`src/design/ipv4hc_pkg.sv`:
```
// Shared types and constants of the IPv4 header classifier.
package ipv4hc_pkg;

	// Action codes of an input item
	localparam logic [1:0] ACT_CLASSIFY = 2'd0;
	localparam logic [1:0] ACT_READ     = 2'd1;
	localparam logic [1:0] ACT_CLEAR    = 2'd2;

	// IP version nibbles
	localparam logic [3:0] VER_4 = 4'd4;
	localparam logic [3:0] VER_6 = 4'd6;

	localparam logic [5:0] MIN_HDR_BYTES = 6'd20;

	// Destination codes
	localparam logic [2:0] DEST_DROP    = 3'd0;
	localparam logic [2:0] DEST_DEFAULT = 3'd5;
	localparam logic [2:0] DEST_IPV6    = 3'd6;

	// Drop reasons
	localparam logic [3:0] RSN_NONE        = 4'd0;
	localparam logic [3:0] RSN_BAD_VERSION = 4'd1;
	localparam logic [3:0] RSN_NO_V6       = 4'd2;
	localparam logic [3:0] RSN_SHORT_CAP   = 4'd3;
	localparam logic [3:0] RSN_SHORT_HDR   = 4'd4;
	localparam logic [3:0] RSN_BAD_LENGTH  = 4'd5;
	localparam logic [3:0] RSN_ZERO_SRC    = 4'd6;
	localparam logic [3:0] RSN_ZERO_DST    = 4'd7;
	localparam logic [3:0] RSN_PROTO_ZERO  = 4'd8;
	localparam logic [3:0] RSN_FRAG        = 4'd9;

	// Configuration register indexes
	localparam logic [2:0] CFG_FILTER_FRAG = 3'd0;
	localparam logic [2:0] CFG_IPV6_EN     = 3'd1;
	localparam logic [2:0] CFG_ROUTE_BASE  = 3'd2;

	localparam int ROUTE_REGS = 4;
	localparam logic [8:0] ROUTE_UNUSED = 9'd256;
	localparam logic [8:0] STAT_TOTAL   = 9'd256;

	typedef logic [ROUTE_REGS-1:0][8:0] route_arr_t;

	// Verdict of the header checks
	typedef struct packed {
		logic [2:0] dest;
		logic [3:0] reason;
		logic       count;
	} verdict_t;

endpackage

```
`src/design/ipv4hc_check.sv`:
```
// Header checks and protocol route lookup of the IPv4 header classifier.
module ipv4hc_check import ipv4hc_pkg::*; #(
	parameter int NUM_ROUTES = 4
) (
	input  logic [3:0]  version,
	input  logic [3:0]  header_words,
	input  logic [15:0] captured_length,
	input  logic [15:0] total_length,
	input  logic [31:0] source_address,
	input  logic [31:0] destination_address,
	input  logic [7:0]  protocol_number,
	input  logic [12:0] fragment_offset_units,
	input  logic        filter_fragments,
	input  logic        ipv6_enabled,
	input  route_arr_t  routes,
	output verdict_t    verdict
);

	localparam int ROUTE_LIMIT = (NUM_ROUTES < ROUTE_REGS) ? NUM_ROUTES : ROUTE_REGS;

	logic [5:0]  hdr_bytes;
	logic [15:0] hdr_bytes_ext;
	logic [2:0]  route_dest;

	assign hdr_bytes     = {header_words, 2'b00};
	assign hdr_bytes_ext = {10'd0, hdr_bytes};

	// first matching entry wins; unused entries hold a value above 255
	always_comb begin
		route_dest = DEST_DEFAULT;
		for (int i = ROUTE_LIMIT - 1; i >= 0; i--) begin
			if (routes[i] == {1'b0, protocol_number})
				route_dest = 3'(i + 1);
		end
	end

	always_comb begin
		verdict.dest   = DEST_DROP;
		verdict.reason = RSN_NONE;
		verdict.count  = 1'b0;
		if (version == VER_6) begin
			if (ipv6_enabled)
				verdict.dest = DEST_IPV6;
			else
				verdict.reason = RSN_NO_V6;
		end else if (version != VER_4) begin
			verdict.reason = RSN_BAD_VERSION;
		end else if (captured_length < hdr_bytes_ext) begin
			verdict.reason = RSN_SHORT_CAP;
		end else if (hdr_bytes < MIN_HDR_BYTES) begin
			verdict.reason = RSN_SHORT_HDR;
		end else if (total_length < hdr_bytes_ext) begin
			verdict.reason = RSN_BAD_LENGTH;
		end else if (source_address == 32'd0) begin
			verdict.reason = RSN_ZERO_SRC;
		end else if (destination_address == 32'd0) begin
			verdict.reason = RSN_ZERO_DST;
		end else if (protocol_number == 8'd0) begin
			verdict.reason = RSN_PROTO_ZERO;
		end else if (filter_fragments && (fragment_offset_units != 13'd0)) begin
			verdict.reason = RSN_FRAG;
		end else begin
			verdict.dest  = route_dest;
			verdict.count = 1'b1;
		end
	end

endmodule

```
`config.mk`:
```
export PLATFORM = sky130hd
export DESIGN_NAME = ipv4hc_check
export DESIGN_NICKNAME = d
export VERILOG_FILES = /design/src/design/ipv4hc_pkg.sv /design/src/design/ipv4hc_check.sv
export SDC_FILE = /design/constraint.sdc
export NUM_CORES = 1
export LEC_CHECK = 0
export ABC_AREA = 1
export ABC_CLOCK_PERIOD_IN_PS = 2900
export BUFFER_PORTS_ARGS = -buffer_cell sky130_fd_sc_hd__buf_2
export CAP_MARGIN = 20
export CORE_AREA = 2 2 67 69
export DETAILED_ROUTE_END_ITERATION = 10
export DIE_AREA = 0 0 69 71
export PLACE_DENSITY = 0.82
export SETUP_SLACK_MARGIN = 0.3
export SLEW_MARGIN = 20
export SYNTH_ARGS = -nofsm -noshare
export SYNTH_HDL_FRONTEND = slang
export SYNTH_SLANG_ARGS = --single-unit
```
`constraint.sdc`:
```
create_clock -name vclk -period 2.9
set_input_delay 0.58 -clock vclk [all_inputs]
set_output_delay 0.58 -clock vclk [all_outputs]
set_load 0.01 [all_outputs]
```
==> results of run 1 <==
==> power by group through the flow <==
stage	Sequential [W]	Clock (W)	Combinational, W
final	0	0	0.000261
after global routing	0	0	0.000297
after CTS	0	0	0.000247
after detailed placement	0	0	0.000246
after global placement	0	0	0.000239
after floorplan	0	0	0.000113
==> cell type report <==
type | count | area, sq um
Fill cell | 433 | 1820
Multi-Input combinational cell | 245 | 1250
Timing Repair Buffer | 170 | 877
Inverter | 51 | 196
Tap cell | 52 | 65.1
==> how the worst max path moves through the flow <==
stage | end | cells past startpoint | slack (ns)
6_report | verdict[5] | 12 | 0.41
5_1_grt | verdict[5] | 13 | 0.29
4_1_cts | verdict[5] | 12 | 0.36
3_5_place_dp | verdict[5] | 14 | 0.31
3_3_place_gp | verdict[5] | 14 | 0.36
2_1_floorplan | verdict[5] | 12 | 0.57
==> placed cells by master (no fill, tap or decap), types with 3 or more instances in the layout <==
master   count
nand3_1     11
o21ai_0      4
ha_4         4
xnor2_1      6
buf_2      164
nand3_2      3
nor2_2       7
xor2_1       5
nand2_1     84
or2_0        3
a21oi_1      8
nor2_1      86
inv_2        9
inv_1       40
o22ai_1      6
buf_4        3
buf_6        3
==> layer usage <==
layer  track usage  share of wire  routed length (um)  vias to the layer above
li1              -              -                   -                     1242
met1         0.231           0.39                2030                      950
met2         0.372           0.52                2680                       89
met3        0.0256          0.070                 364                       10
met4        0.0479          0.019                  98                        0
met5             0              0                   0                        -
==> repair_timing <==
item | 4_1_cts | 5_1_grt
endpoints found under the setup margin | 1 | 4
resized for setup | 1 | 15
setup buffers | 0 | 3
pin swaps | 0 | 11
==> per-stage QoR <==
step           instance area [sq um]  hold WS [ns]  setup slack, ns
2_1_floorplan                   1390          1.30            0.571
5_1_grt                         2390          1.52            0.293
3_5_place_dp                    2270          1.50            0.310
6_report                        2390          1.48            0.409
4_1_cts                         2280          1.50            0.359
3_3_place_gp                    2270          1.50            0.363
==> logic make-up after synthesis <==
logic type	after synthesis
AOI/OAI and AO/OA	24
buffers and inverters	54
and+or+nand+nor	204
xor gates and xnor gates	11
adders and majority gates	6
==> critical path, delay by kind of cell <==
| family | cells | cell delay [ns] |
|---|---|---|
| and+or+nand+nor | 6 | 0.62 |
| buffers and inverters | 4 | 0.32 |
| adders and majority gates | 1 | 0.27 |
| AOI/OAI and AO/OA | 1 | 0.12 |
==> results.md, run 1 <==
- Status: finished clean
- Arr. time, crit path: ~1.9 ns
- Vias per cell: about 4.4
- Ratio of cells with drive above 1 in the final layout: 0.442
- WHS Path Cells: 4
- DRT antenna net count: 0
- Synth top area share: 0.240
- Total Power: between 0.0002 and 0.0003 W
- DR pass1 iterations: 4
- Post-synth top cells: nor2_1, nand2_1, inv_1
- Leakage: 1.42 nW
- Critical Path Start: header_words[2]
- XOR/XNOR Fraction of Synth Area: 0.0692
- Net Switching: between 0.0001 and 0.00015 W
- Unrepaired setup endpoints after global routing: no
- Number of global-route vias before repair: 2,212
- Worst Hold Class: in -> out
- Crit path kind: in -> out
- Drt initial violations: 39
- Seq cells: 0
- Top cells by area, synth: nor2_1, nand2_1, inv_1
- Distinct cells, synth: 28
- Pin count of the biggest net entering global routing: 8
- Post-Synth Adder-Cell Area: 0.0540
- Die area: 0.00490 sq mm
- Largest area contributor in the netlist: nor2_1
- Gate Count Post-Synth: 299
- Final period utilization: 0.859
- Combinational power share: 1.000
- Max Clock Freq: 402 MHz
- Pwr Density: 109 mW/mm^2
- Slew headroom: 0.835
- WL final: approximately 5200 um
- Max Slew Vio Count: 0
- Ports: 171
- Via count: roughly 2,300
- CP Data Required Time: around 2.3 ns
- Worst Setup Start Kind: primary input
- Ys Warns: 0
- Seq/Total Area, Yosys: 0
- Post-synthesis mux area share: 0
- Post-CTS Hold Buffers: 0
- Die H: between 70 and 80 um
- Worst path max stage delay: 0.27 ns
- Antenna violations before repair: 0
- Least-Margin Pin Slew: 0.246 ns
- Die X: about 70 um
- Port Buffers: 167
- CP Capture Type: output port
- Count of non-filler cells in the finished layout: 518
- All-layer global routing usage: 0.196
- Max Cap Viol: 0
- Synthesized area per cell: 4.65 sq um
- Most common cell in the synthesized netlist: nor2_1
- Util after Layout: 0.568
- Final net count: 637
- Critical Path, Cell by Cell: buf_2, inv_2, ha_1, nand2_1, a21oi_2, nor2_2, nor2_2, nand3_2, nor2_4, inv_1, nor2_1, buf_2
- DR WL/cell: 9.99 um
- Dpl cells: 515
- Sequential cell area: 0 sq um
- Layout clock buffers: 0
- Post-Synth Simple-Gate Area: 0.626
- DRC Markers: 0
- Hold path endpoint: verdict[7]
- Dpl hpwl: 4550 um
- Worst vdd ir: 0.0525 mV
- Sw frac: 0.474
- Clk pwr share: 0
- First-pass GRT wire length: 8490 um
- Synthesis-to-layout area growth: 71.7%
- Crit path time final: around 2.5 ns
- Core Footprint: 0.00420 sq mm
- Setup TNS Final: 0 ns
- Cell Area, Synth: 0.00139 sq mm
- # rows: 24
- Slowest cell on the critical path: ha_1
- Largest family of logic cells by synthesized area: simple AND/OR/NAND/NOR gates
- Seq pwr share: 0
- Syn nets: 468
- Initial Utilization: 0.331
- Hold Vio Cnt, Final: 0
- Hold Crit Start: ipv6_enabled
- Endpoints failing setup: 0
- Synth Area in Compound Gates: 0.101
- P_int: 0.000137 W
- ANT cells: 0
- Critical path fanouts, max: 4
- Placer Congestion: just over 0.9
- Global route overflow: 0
Power figures use the tool's default switching activity.
==> run 2, diff against run 1 <==
- ABC_CLOCK_PERIOD_IN_PS: 2900 -> 2400
- CORE_AREA: 2 2 67 69 -> not set
- CORE_ASPECT_RATIO: not set -> 0.6
- CORE_UTILIZATION: not set -> 35
- DIE_AREA: 0 0 69 71 -> not set
- PLACE_DENSITY: 0.82 -> 0.86
- clock period: 2.9 -> 2.4 ns (I/O delays scaled with it)
==> run 2 against run 1 <==
  * Total power is 30% higher
  * Routed wire length is 6.7% higher
  * Highest routed layer unchanged
  * First-iteration DRC count is 36% higher
  * Non-clock buffer count is 3 higher
  * Largest power group unchanged
  * Via count is 1.7% higher
  * Critical path type unchanged
  * Core utilization is 9.9 points higher
==> results.md, run 2 (synthesized netlist as in run 1, its figures left out) <==
- Antenna violations before repair: 0 (unchanged)
- Net Switching: 0.000160 W (+29%)
- Clk pwr share: 0 (unchanged)
- Seq pwr share: 0 (unchanged)
- # rows: 17 (-29%)
- Leakage: 1.45 nW (+1.7%)
- Most frequent cells in the layout: buf_2, nor2_1, nand2_1
- Combinational power share: 1.000 (about the same)
- DRC Markers: 0 (unchanged)
- Dpl hpwl: 4640 um (+1.8%)
- Worst Setup Start Kind: primary input
- Number of global-route vias before repair: 2,249 (+1.7%)
- Placer Congestion: 0.914 (-2.1%)
- Worst Hold Slack: 1.29 ns (-0.190 ns)
- Drt initial violations: 53 (+36%)
- ANT cells: 0 (unchanged)
- All-layer global routing usage: 0.256 (+0.0600)
- Dpl cells: 511 (-0.78%)
- P_int: 0.000178 W (+30%)
- WL final: 5520 um (+6.7%)
- Status: finished clean
- Die X: 83.4 um (+21%)
- Least-Margin Pin Slew: 0.233 ns (-0.0127 ns)
- Arr. time, crit path: 1.77 ns (-0.14 ns)
- Ratio of cells with drive above 1 in the final layout: 0.463 (+0.0206)
- Unrepaired setup endpoints after global routing: yes
- Port Buffers: 167 (unchanged)
- Crit path time final: 2.25 ns
- CP Capture Type: output port
- Worst Hold Class: in -> out
- DR pass1 iterations: 4 (unchanged)
- Sequential cell area: 0 sq um (unchanged)
- Setup TNS Final: 0 ns (unchanged)
- Vias per cell: 4.52 (+2.1%)
- Worst path max stage delay: 0.25 ns (-0.02 ns)
- Final net count: 640 (+0.47%)
- Critical path fanouts, max: 4 (unchanged)
- Sw frac: 0.473 (-0.00134)
- Critical Path, Cell by Cell: buf_8, inv_8, ha_4, o21ai_2, a21oi_2, nor2_2, nor2_2, nand3_2, nor2_4, inv_2, nor2_4, buf_6
- Worst vdd ir: 0.0905 mV (+73%)
- Final period utilization: 0.936
- Initial Utilization: 0.372 (+0.0407)
- Count of non-filler cells in the finished layout: 516 (-0.39%)
- Slew headroom: 0.844 (+0.00847)
- Die area: 0.00424 sq mm (-13%)
- Seq cells: 0 (unchanged)
- Endpoints failing setup: 0 (unchanged)
- Crit path kind: in -> out
- Die H: 50.8 um (-28%)
- Via count: 2,330 (+1.7%)
- Hold Vio Cnt, Final: 0 (unchanged)
- CP Data Required Time: 1.92 ns (-0.40 ns)
- Leading cell type in the layout, fill and taps excluded: buf_2
- Pin count of the biggest net entering global routing: 8 (unchanged)
- Post-CTS Hold Buffers: 0 (unchanged)
- Global route overflow: 0 (unchanged)
- Total Power: 0.000338 W (+30%)
- Max Cap Viol: 0 (unchanged)
- Layout clock buffers: 0 (unchanged)
- Util after Layout: 0.667 (+0.0993)
- Core Footprint: 0.00374 sq mm (-11%)
- Max Clock Freq: between 400 and 500 MHz
- Synthesis-to-layout area growth: 79.6%
- Slowest cell on the critical path: ha_4
- Pwr Density: 135 mW/mm^2 (+24%)
- Max Slew Vio Count: 0 (unchanged)
- First-pass GRT wire length: 8990 um (+5.9%)
- Ports: 171 (unchanged)
- DR WL/cell: 10.7 um (+7.1%)
- DRT antenna net count: 0 (unchanged)
run 2: cell count changes in the layout (fill, tap and decap cells not counted), sizes merged:
cell	previous run	this run
buf	170	173
run 2: through the flow:
stage	setup slack [ns]	area (sq um)
after floorplan	0.300	1400
after global placement	0.0994	2280
after detailed placement	0.0690	2280
after CTS	0.164	2450
after global routing	0.0300	2500
final	0.153	2500
run 2: power by group through the flow:
stage               logic [W]  registers [W]  clock network [W]
global route         0.000377              0                  0
floorplan            0.000136              0                  0
detailed placement   0.000299              0                  0
finish               0.000338              0                  0
CTS                  0.000325              0                  0
global placement     0.000290              0                  0
run 2: metal layers:
layer  share of wire  vias to the layer above  global-route usage
met5               0                        -                   0
met4           0.012                        0              0.0489
met3           0.074                       10              0.0291
met2            0.48                       86               0.484
met1            0.43                      988               0.318
li1                -                     1246                   -
run 2: path summary, 6_finish.rpt:
| check | endpoint | cells past startpoint | start | slack (ns) |
|---|---|---|---|---|
| min | verdict[7] | 4 | ipv6_enabled | 1.29 |
| max | verdict[5] | 12 | header_words[1] | 0.15 |
run 2: timing repair:
| item | CTS | global route |
|---|---|---|
| endpoints found under the setup margin | 8 | 8 |
| resized for setup | 25 | 8 |
| buffers inserted | 2 | 3 |
| pin swaps | 14 | 4 |
run 2: critical path, delay by kind of cell:
| family | cells | cell delay [ns] |
|---|---|---|
| and+or+nand+nor | 5 | 0.55 |
| buffers and inverters | 4 | 0.28 |
| adders and majority gates | 1 | 0.25 |
| AOI/OAI and AO/OA | 2 | 0.19 |
run 2: area by class of cell:
class | instances | area [sq um]
multi-input cells | 245 | 1290
well taps | 47 | 58.8
fillers | 350 | 1240
repair buffers | 173 | 938
inverters | 51 | 206
==> run 3, diff against run 2 <==
- CORE_MARGIN: not set -> 2
==> run 3 against run 2 <==
  * Combinational power is 4% lower
  * Highest routed layer is now met3
  * Clock-buffer cell count stayed put
  * Flip-flop and latch count did not move
  * Critical path depth did not move
  * Routed wire length fell by 5.0%
  * Die area is 6.4% higher
  * Largest power group unchanged
  * First-iteration DRC count rose by 42%
==> results.md, run 3 (synthesized netlist as in run 1, its figures left out) <==
- Worst Setup Start Kind: primary input
- Status: finished clean
- Pwr Density: 134 mW/mm^2 (-0.83%)
- First-pass GRT wire length: 8330 um (-7.4%)
- Max Slew Vio Count: 0 (unchanged)
- Antenna violations before repair: 0 (unchanged)
- Via count: 2,324 (-0.26%)
- Critical Path Start: header_words[1]
- Critical path fanouts, max: 4 (unchanged)
- Crit path time final: 2.23 ns (-0.0151 ns)
- Final net count: 637 (-0.47%)
- Routed length on met2: 2560 um (-3.9%)
- Worst vdd ir: 0.0924 mV (+2.1%)
- Global route overflow: 0 (unchanged)
- Endpoints failing setup: 0 (unchanged)
- Sequential cell area: 0 sq um (unchanged)
- WL met3: 402 um (-0.99%)
- WHS Path Cells: 4 (unchanged)
- All-layer global routing usage: 0.222 (-0.0339)
- Pin count of the biggest net entering global routing: 8 (unchanged)
- Die H: 52.8 um (+3.9%)
- DR WL/cell: 10.2 um (-4.5%)
- Ratio of cells with drive above 1 in the final layout: 0.453 (-0.00990)
- Die X: 85.4 um (+2.4%)
- Top Layer Used: met3
- CP Data Required Time: 1.92 ns (about the same)
- Port Buffers: 167 (unchanged)
- WL final: 5250 um (-5.0%)
- DRC Markers: 0 (unchanged)
- Least-Margin Pin Slew: 0.269 ns (+0.0355 ns)
- Final period utilization: 0.930 (-0.00630)
- Leading cell type in the layout, fill and taps excluded: buf_2
- DR pass1 iterations: 4 (unchanged)
- Hold Crit Start: ipv6_enabled
- Layout clock buffers: 0 (unchanged)
- Crit path kind: in -> out
- CP Capture Type: output port
- Number of global-route vias before repair: 2,094 (-6.9%)
- Ports: 171 (unchanged)
- Initial Utilization: 0.372 (unchanged)
- Wl on met1: 2290 um (-4.3%)
- Unrepaired setup endpoints after global routing: yes
- Arr. time, crit path: 1.75 ns (-0.02 ns)
- Die area: 0.00451 sq mm (+6.4%)
- DRT antenna net count: 0 (unchanged)
- Max Cap Viol: 0 (unchanged)
- Hold path endpoint: verdict[7]
- ANT cells: 0 (unchanged)
- # rows: 17 (unchanged)
- Vias per cell: 4.53 (+0.33%)
- Setup TNS Final: 0 ns (unchanged)
- Most frequent cells in the layout: buf_2, nor2_1, nand2_1
- Max Clock Freq: 448 MHz (+0.68%)
- Setup WS pre-CTS: 0.0599 ns (-0.00913 ns)
- Slew headroom: 0.821 (-0.0231)
- Synthesis-to-layout area growth: 74.7%
- Dpl hpwl: 4700 um (+1.3%)
- Drt initial violations: 75 (+42%)
- Placer Congestion: 0.992 (+8.5%)
- Hold Vio Cnt, Final: 0 (unchanged)
- Slack of the critical path: 0.168 ns (+0.0151 ns)
- Core Footprint: 0.00374 sq mm (unchanged)
- Leakage: 1.43 nW (-1.3%)
- Seq cells: 0 (unchanged)
- Worst Hold Class: in -> out
- Post-CTS Hold Buffers: 0 (unchanged)
[run 3: what timing repair did]
action,4_1_cts,5_1_grt
resized for setup,22,4
setup buffers,0,2
pin swaps,16,4
setup endpoints to repair,8,8
[run 3: layout make-up]
type / count / area, sq um
Fill cell: 382 / 1310
Timing Repair Buffer: 170 / 903
Tap cell: 47 / 58.8
Inverter: 51 / 201
Multi-Input combinational cell: 245 / 1270
[run 3: routing by layer]
metal	vias up	global-route usage
met5	-	0
met4	0	0.0132
met3	0	0.0157
met2	85	0.422
met1	998	0.289
li1	1241	-
[run 3: critical path, stage by stage]
cell	delay, ns
buf_8	0.08
inv_4	0.03
ha_4	0.25
o21ai_2	0.05
a21oi_2	0.14
nor2_2	0.06
nor2_2	0.13
nand3_2	0.12
nor2_4	0.14
inv_2	0.06
nor2_4	0.10
buf_6	0.11
[run 3: per-stage QoR]
stage	area (sq um)	hold slack [ns]	total power, W	util	cells
floorplan	1400	1.10	0.000136	-	299
CTS	2400	1.30	0.000320	0.642	511
finish	2430	1.30	0.000326	0.649	513
global route	2430	1.34	0.000366	0.649	513
global placement	2280	1.28	0.000290	0.610	511
detailed placement	2280	1.30	0.000299	0.610	511
[run 3: how the worst max path moves through the flow]
stage                            end  cells past startpoint  slack [ns]
after floorplan           verdict[6]                     12        0.30
after global placement    verdict[3]                     12        0.09
after detailed placement  verdict[1]                     12        0.06
after CTS                 verdict[6]                     14        0.18
after global routing      verdict[6]                     12        0.05
final                     verdict[5]                     12        0.17
[run 3: report_power, final]
part           leakage, nW  internal (W)  total [W]  switching (W)
logic                 1.43      0.000172   0.000326       0.000154
clock network            0             0          0              0
registers                0             0          0              0
total                 1.43      0.000172   0.000326       0.000154
